## config.mk

```make
export PLATFORM = sky130hd
export DESIGN_NAME = midi_message_coalescing_queue
export DESIGN_NICKNAME = d
export VERILOG_FILES = /design/src/hdl/mmcq_pkg.sv /design/src/hdl/mmcq_cell.sv /design/src/hdl/midi_message_coalescing_queue.sv
export SDC_FILE = /design/constraint.sdc
export NUM_CORES = 2
export LEC_CHECK = 0
export BUFFER_PORTS_ARGS = -buffer_cell sky130_fd_sc_hd__buf_2
export CAP_MARGIN = 15
export CORE_ASPECT_RATIO = 0.8
export CORE_MARGIN = 5
export CORE_UTILIZATION = 36
export CTS_BUF_LIST = sky130_fd_sc_hd__clkbuf_4
export DETAILED_ROUTE_END_ITERATION = 8
export SLEW_MARGIN = 20
export SYNTH_ARGS = -nofsm -noshare
export SYNTH_HDL_FRONTEND = slang
export SYNTH_SLANG_ARGS = --single-unit
```

## constraint.sdc

```tcl
create_clock -name clock -period 9.25 [get_ports clock]
set_input_delay 1.85 -clock clock [delete_from_list [all_inputs] [get_ports clock]]
set_output_delay 1.85 -clock clock [all_outputs]
set_load 0.02 [all_outputs]
```

## src/hdl/mmcq_pkg.sv

```systemverilog
// mmcq_pkg: types and constants shared by the coalescing queue modules
// item and result payload structs, probe and drain structs for the cell row
// no dependencies
`default_nettype none

package mmcq_pkg;

   localparam int SLOT_COUNT_DEFAULT = 25;

   localparam logic       MODE_ENQUEUE = 1'b0;
   localparam logic       MODE_DRAIN   = 1'b1;
   localparam logic       KIND_ACK     = 1'b0;
   localparam logic       KIND_DRAIN   = 1'b1;
   localparam logic [1:0] FULL_LENGTH  = 2'd3;

   typedef struct packed {
      logic       mode;
      logic [7:0] status_byte;
      logic [7:0] first_data;
      logic [7:0] second_data;
      logic [1:0] message_length;
   } req_type;

   typedef struct packed {
      logic       kind;
      logic       accepted;
      logic [7:0] byte0;
      logic [7:0] byte1;
      logic [7:0] byte2;
      logic       last;
   } rsp_type;

   // one stored message
   typedef struct packed {
      logic [7:0] status_byte;
      logic [7:0] first_data;
      logic [7:0] second_data;
      logic [1:0] message_length;
   } msg_type;

   // item walking down the cell row, one cell per cycle
   typedef struct packed {
      logic    valid;
      logic    mode;
      logic    done;
      msg_type msg;
   } probe_type;

   // message a cell gives up during a drain, zero when not hit
   typedef struct packed {
      logic       hit;
      logic [7:0] byte0;
      logic [7:0] byte1;
      logic [7:0] byte2;
   } drain_type;

endpackage

`default_nettype wire

```

## src/hdl/mmcq_cell.sv

```systemverilog
// mmcq_cell: one slot of the coalescing queue plus one stage of the probe row
// depends on mmcq_pkg
`default_nettype none

module mmcq_cell (
   input  wire logic               clock,
   input  wire logic               reset,
   input  wire mmcq_pkg::probe_type probe_i,
   output mmcq_pkg::probe_type     probe_o,
   output mmcq_pkg::drain_type     drain_o
);

   logic                full_ff, full_in;
   mmcq_pkg::msg_type   msg_ff, msg_in;
   mmcq_pkg::probe_type probe_ff, probe_in;
   logic                is_drain;
   logic                match;

   assign is_drain = probe_i.mode == mmcq_pkg::MODE_DRAIN;
   assign match    = full_ff && (msg_ff == probe_i.msg);

   always_comb begin
      full_in  = full_ff;
      msg_in   = msg_ff;
      probe_in = probe_i;
      drain_o  = '0;
      if (probe_i.valid) begin
         if (is_drain) begin
            if (full_ff) begin
               drain_o.hit   = 1'b1;
               drain_o.byte0 = msg_ff.status_byte;
               drain_o.byte1 = msg_ff.first_data;
               drain_o.byte2 = (msg_ff.message_length == mmcq_pkg::FULL_LENGTH) ?
                               msg_ff.second_data : 8'd0;
               full_in       = 1'b0;
            end
         end else if (!probe_i.done) begin
            if (match) begin
               probe_in.done = 1'b1;
            end else if (!full_ff) begin
               // first empty slot takes the message
               msg_in        = probe_i.msg;
               full_in       = 1'b1;
               probe_in.done = 1'b1;
            end
         end
      end
   end

   always_ff @(posedge clock) begin
      if (reset) begin
         full_ff  <= 1'b0;
         probe_ff <= '0;
      end else begin
         full_ff  <= full_in;
         probe_ff <= probe_in;
      end
   end

   always_ff @(posedge clock) begin
      msg_ff <= msg_in;
   end

   assign probe_o = probe_ff;

endmodule

`default_nettype wire

```

## src/hdl/midi_message_coalescing_queue.sv

```systemverilog
// midi_message_coalescing_queue: top level, a row of slot cells and the result stage
// depends on mmcq_pkg and mmcq_cell
`default_nettype none

// Pending MIDI message table with duplicate suppression.
// Input: req_item is taken at a rising edge with start high and busy low.
// mode 0 enqueues: the item walks the cell row one slot per cycle, a full slot
// holding the same message or the first empty slot ends it, and one
// acknowledgement comes out with accepted set unless the full table held no copy.
// mode 1 drains: every full slot in index order is sent as a result and
// emptied; the final one carries last. A drain of an empty table gives nothing.
// Results: rsp_item is valid for exactly one cycle while rsp_strobe is high;
// the receiver cannot hold results off.
// Timing: busy rises at the accept edge and stays high while the probe
// crosses the row one cell per cycle, and drops once it leaves the last cell.
// The acknowledgement or last drained message shows in the cycle busy drops,
// so the next item can start right then.
// Each earlier drained message is held back until the next full cell gives
// up its message and comes out in the cycle after that.
// Reset: synchronous, empties every slot and clears the row and result stage.
module midi_message_coalescing_queue #(
   parameter int SLOT_COUNT = mmcq_pkg::SLOT_COUNT_DEFAULT
) (
   input  wire logic          clock,
   input  wire logic          reset,
   input  wire logic          start,
   output logic               busy,
   input  wire mmcq_pkg::req_type req_item,
   output logic               rsp_strobe,
   output mmcq_pkg::rsp_type  rsp_item
);

   mmcq_pkg::probe_type probe [SLOT_COUNT+1];
   mmcq_pkg::drain_type drain [SLOT_COUNT];
   mmcq_pkg::drain_type hit;
   mmcq_pkg::probe_type tail;
   logic                accept;

   logic                busy_ff, busy_in;
   logic                pend_valid_ff, pend_valid_in;
   mmcq_pkg::drain_type pend_ff, pend_in;
   logic                rsp_valid_ff, rsp_valid_in;
   mmcq_pkg::rsp_type   rsp_ff, rsp_in;

   assign accept = start && !busy_ff;

   assign probe[0] = {accept, req_item.mode, 1'b0, req_item.status_byte,
                      req_item.first_data, req_item.second_data,
                      req_item.message_length};

   for (genvar g = 0; g < SLOT_COUNT; g++) begin : g_cell
      mmcq_cell u_cell (
         .clock   (clock),
         .reset   (reset),
         .probe_i (probe[g]),
         .probe_o (probe[g+1]),
         .drain_o (drain[g])
      );
   end

   // only the cell holding the probe can hit, so an or collects it
   always_comb begin
      hit = '0;
      for (int i = 0; i < SLOT_COUNT; i++) begin
         hit = hit | drain[i];
      end
   end

   assign tail = probe[SLOT_COUNT];

   always_comb begin
      busy_in       = busy_ff;
      pend_valid_in = pend_valid_ff;
      pend_in       = pend_ff;
      rsp_valid_in  = 1'b0;
      rsp_in        = rsp_ff;
      if (accept) begin
         busy_in = 1'b1;
      end
      // hold one drained message back so the final one can be marked
      if (hit.hit) begin
         if (pend_valid_ff) begin
            rsp_valid_in = 1'b1;
            rsp_in       = {mmcq_pkg::KIND_DRAIN, 1'b0, pend_ff.byte0,
                            pend_ff.byte1, pend_ff.byte2, 1'b0};
         end
         pend_valid_in = 1'b1;
         pend_in       = hit;
      end
      if (tail.valid) begin
         busy_in = 1'b0;
         if (tail.mode == mmcq_pkg::MODE_ENQUEUE) begin
            rsp_valid_in = 1'b1;
            rsp_in       = {mmcq_pkg::KIND_ACK, tail.done, 8'd0, 8'd0, 8'd0, 1'b1};
         end else if (pend_valid_ff) begin
            rsp_valid_in  = 1'b1;
            rsp_in        = {mmcq_pkg::KIND_DRAIN, 1'b0, pend_ff.byte0,
                             pend_ff.byte1, pend_ff.byte2, 1'b1};
            pend_valid_in = 1'b0;
         end
      end
   end

   always_ff @(posedge clock) begin
      if (reset) begin
         busy_ff       <= 1'b0;
         pend_valid_ff <= 1'b0;
         rsp_valid_ff  <= 1'b0;
      end else begin
         busy_ff       <= busy_in;
         pend_valid_ff <= pend_valid_in;
         rsp_valid_ff  <= rsp_valid_in;
      end
   end

   always_ff @(posedge clock) begin
      pend_ff <= pend_in;
      rsp_ff  <= rsp_in;
   end

   assign busy       = busy_ff;
   assign rsp_strobe = rsp_valid_ff;
   assign rsp_item   = rsp_ff;

endmodule

`default_nettype wire

```

# Yosys cells after proc, flatten, opt, wreduce, memory -nomap -nowiden
# Index checks and enable logic that the tools add are counted.
[op_classes]
add_sub_neg = 0
mul = 0
n_div = 0
order_cmp = 0
eq_ne = 99
n_shift = 0
muxes = 310
bitwise = 124
n_reduce_logical = 79
[ops]
columns = ["op", "n"]
rows = [
  ["25-bit two-way mux", 75],
  ["26-bit equality test", 25],
  ["25-bit bitwise OR", 24],
  ["1-bit two-way mux", 205],
  ["8-bit two-way mux", 25],
  ["27-bit two-way mux", 5],
  ["5-bit AND reduction", 24],
  ["1-bit NOT", 100],
  ["3-bit AND reduction", 24],
  ["2-bit equality test (second input constant)", 25],
  ["2-bit != test (second input constant)", 25],
  ["2-bit by 1-bit != test with 1-bit output (second input constant)", 24],
  ["1-bit logical AND", 26],
  ["4-bit AND reduction", 1],
  ["3-bit OR reduction", 1],
  ["2-bit AND reduction", 1],
  ["2-bit OR reduction", 1],
  ["1-bit zero test", 1],
]
[word_totals]
register_bits = 1428
latchBits = 0
mem_bits_rw = 0
romBits = 0
inputBits = 30
wordCells = 920
n_memories = 0

# Depth between registers and ports, before layout
[depth]
ltp_word = 33
depth_mapped = 8

# By module
# A second synthesis with hierarchy kept.
[hier_totals]
cells_unflattened = 4332
hier_area_um2 = 55484.5
[by_module_without_submodules]
columns = ["module", "instances", "cells_per_inst", "area_each_um2", "seq_area_each_um2"]
rows = [
  ["mmcq_cell", 25, 159, 2079.5, 1381.3],
  ["midi_message_coalescing_queue", 1, 357, 3497.1, 1591.5],
]

# Least setup slack after synthesis
# No wires, ideal clock.
[synth_path]
kind = "input-to-reg"
startpoint = "input start"
endpoint = "register g_cell[0].u_cell.msg_ff[0] (netlist bit), enable pin"
arrival_ps = 3760
setup_slack_ps = 5049
stages = 2
path_cell_list = "nand2b_1 > nor3_1"
[synth_between]
elab_chain_len = 2
[synth_lines]
columns = ["element", "line_no", "rtl"]
rows = [
  ["start, declared", "midi_message_coalescing_queue.sv:26", "input wire logic start,"],
  ["1-bit logical AND", "midi_message_coalescing_queue.sv:45", "assign accept = start && !busy_ff;"],
  ["4-bit AND reduction (no line)", "-", ""],
  ["end signal, assigned", "mmcq_cell.sv:61", "msg_ff <= msg_in;"],
  ["end, declared", "mmcq_cell.sv:14", "mmcq_pkg::msg_type msg_ff, msg_in;"],
]
# Every way passes these cells.
# A chain may end at the register's enable or synchronous reset.

==> summary.md <==
| Metric | Value |
|---|---|
| Psw | 2670 µW |
| Slowest Stage Delay on Critical Path | 440 ps |
| FILL cells | 13500 |
| CP Launch Type | register |
| Final Hold Vio Count | 0 |
| Worst Hold Depth | 0 |
| Clk pwr share | 43.4% |
| CTS tree | built |
| Sw Share | 22.1% |
| Core area | 0.145 mm² |
| Vias per std cell | 5.19 |
| Synth Cell Area | 0.0527 mm² |
| #FFs+latches synth | 1428 |
| Crit-path cells | buf_2 |
| Worst Hold Class | reg2reg |
| Final setup violation count | 0 |
| CP bufs+invs | 1 |
| Sequential power share | 55.3% |
| Final WL | 163000 µm |
| Hpwl dp | 118000 µm |
| Leakage power | 0.0191 µW |
| H-tree depth reported by CTS | 5 |
| Layout cell share with drive strength beyond 1 | 16.5% |
| Endpoint class of the critical path | output pin |
| Area share of the largest cell type after synthesis | 39.9% |
| Slew margin rel. | 25.5% |
| Gpl congestion | 0.921 |
| Cell count after synthesis | 3871 |
| Hold Crit Start | g_cell[23].u_cell.probe_o[16]$_SDFF_PP0_ |
| First-pass GRT wire length | 224000 µm |
| Initial antenna violation count | 11 |
| ANT nets after route | 0 |
| PostCTS Resize Cnt | 0 |
| WP data required | 7400 ps |
| Root buf cell | clkbuf_4 |
| Largest net degree at the start of global routing | 204 |
| WL/cell | 25.6 µm |
| Chip width | 438 µm |
| WP data arrival | 1800 ps |
| Clock-pin slew on the worst setup and hold paths | 80 ps |
| EDFF count, synth | 701 |
| Remaining DRCs | 0 |
| Tcrit/Tclk final | 39.5% |
| Setup Buffers After CTS | 0 |
| Most frequent cells in the layout | dfxtp_1, edfxtp_1, nor2b_1, clkbuf_4, xnor2_1 |
| Setup WS post-layout | 5600 ps |
| Tot GR Track Use | 20.4% |
| Setup Skew | 116 ps |
| Crit Path Max Fanout | 2 |
| Die H | 352 µm |
| Min Tclk post-route | 3650 ps |
| TNS Setup | 0 ps |
| Worst Max-Slew Pin Slew | 1120 ps |
| Vias in the first global route | 31800 |
| Synth Flop Type | dfxtp_1 |
| Worst slack, placed | 4580 ps |
| Slowest-stage cell, CP | edfxtp_1 |
| Max Cap Violations | 0 |
| Nets | 4211 |
| Clk sinks | 1428 |
| Outcome | complete, no violations |
| Area grow syn2layout | 13.3% |
| RSZ-0062 raised after global routing | false |
| Hold_buf cts | 0 |
| Row cnt | 125 |
| Vias post-DR | 33000 |
| YS warnings | 0 |
| Power Density | 202 mW/mm² |
| 1st-iter DRT viols | 4733 |
| Effective utilization at floorplan | 36.3% |
| FFs w/ async S/R, synth | 0% |
| R2R depth | 6 |
| Pint | 9410 µW |
| Total CTS buffers | 351 |
| Initial DRT Pass Iterations | 6 |
| Max frequency | 0.274 GHz |
| Tot Pwr | 12100 µW |
| Worst vdd ir | 0.129 mV |
| Crit path max-delay family | flip-flops |
| Commonest non-fill, non-tap cell in the layout | dfxtp_1 |
| Clk Latency, worst-skew pair | 1240 ps |
| Reg-to-reg startpoint | g_cell[0].u_cell.probe_o[28]$_SDFF_PP0_ |
| Final max-slew violation count | 0 |
| Comb pwr share | 1.3% |
| IO Pins | 59 |
| Netlist cell types | 44 |
| Synthesized net count | 3901 |
| Levels on crit path | 1 |
| Synth top area cells | edfxtp_1, dfxtp_1, nor2b_1 |
| Critical path class | reg2out |
| Syn_area_per_cell | 13.6 µm² |
| Port Buffer Count | 58 |
| Die Footprint | 0.154 mm² |
| Grt ovf | 0 |
| Clock Tree Buf Depth | 4 |
| Dominant cell type by area after synthesis | edfxtp_1 |
| Fin util | 41.1% |
| Register area share after synthesis | 67.6% |
-- power by group through the flow --
| stage | Combinational, µW | Clock (µW) | Sequential (µW) |
|---|---|---|---|
| after floorplan | 106 | 0 | 6790 |
| after global placement | 153 | 0 | 6820 |
| after detailed placement | 155 | 0 | 6820 |
| after CTS | 155 | 5360 | 6680 |
| after global routing | 167 | 5720 | 6680 |
| final | 154 | 5240 | 6680 |
-- metrics by stage --
step / cell area [µm²] / hold WS (ps) / instances
after CTS: 59700 / 417 / 6346
after detailed placement: 55300 / 435 / 5732
final: 59700 / 421 / 6353
after global routing: 59700 / 433 / 6352
after global placement: 55300 / 430 / 5732
after floorplan: 52700 / 427 / 3871
-- final timing paths --
path	slack (ps)	to
hold / removal	420	g_cell[24].u_cell.msg_ff[16]$_DFFE_PP_
hold reg to reg	420	g_cell[24].u_cell.msg_ff[16]$_DFFE_PP_
setup reg to reg	6090	pend_ff[6]$_DFFE_PP_
setup / recovery	5600	rsp_item[4]
-- synthesized netlist by cell type, drive strengths merged, types with 12 or more instances --
library cell / number
inv: 51
buf: 45
nor4b: 24
nand4: 148
or3: 13
edfxtp: 701
and2: 12
nand3: 45
a21oi: 50
xor2: 250
a211oi: 24
a2111oi: 14
and4: 23
nor2: 61
a22oi: 225
nor3: 61
nand2: 18
clkbuf: 112
mux2i: 24
dfxtp: 727
nor2b: 649
a222oi: 24
nor4: 55
xnor2: 400
a311oi: 25
and3: 70
-- layout make-up --
cell class              count  area [µm²]  area share, %
clock buffers             554        4160           6.97
diodes                      6        15.0         0.0251
clock inverters            60         259          0.434
flip-flops and latches   1428       35600           59.6
inverters                  51         191          0.321
well taps                1905        2380           3.99
multi-input cells        2235       16300           27.4
repair buffers            114         766           1.28
-- routing by layer --
| metal | vias up | track usage (%) | share of wire (%) |
|---|---|---|---|
| met1 | 16200 | 29.8 | 44 |
| met4 | 2 | 5.36 | 1.5 |
| met5 | - | 0 | 0.0080 |
| met2 | 1864 | 25.5 | 37 |
| li1 | 14800 | - | - |
| met3 | 181 | 11.5 | 18 |
-- cells by family after synthesis --
logic type,after synthesis,share of synthesized area (%)
flops,1428,67.6
simple gates,1183,13.8
xor+xnor,650,10.8
mux,24,0.456
compound gates,378,5.65
buf+inv,208,1.75
-- state kept, by name, indices dropped and copies added (netlist names), named ones only --
signal                 flops
pend_valid_ff              1
g_cell.u_cell.probe_o    699
g_cell.u_cell.msg_ff     650
g_cell.u_cell.full_ff     25
busy                       1
rsp_strobe                 1
pend_ff                   24
-- worst reg2reg max path, delay by kind of cell (launching register included) --
kind | cells | cell delay [ps]
and+or+nand+nor | 4 | 1410
DFF | 1 | 390
buffers and inverters | 1 | 270
AOI/OAI and AO/OA | 1 | 850
(Power assumes the default switching activity.)
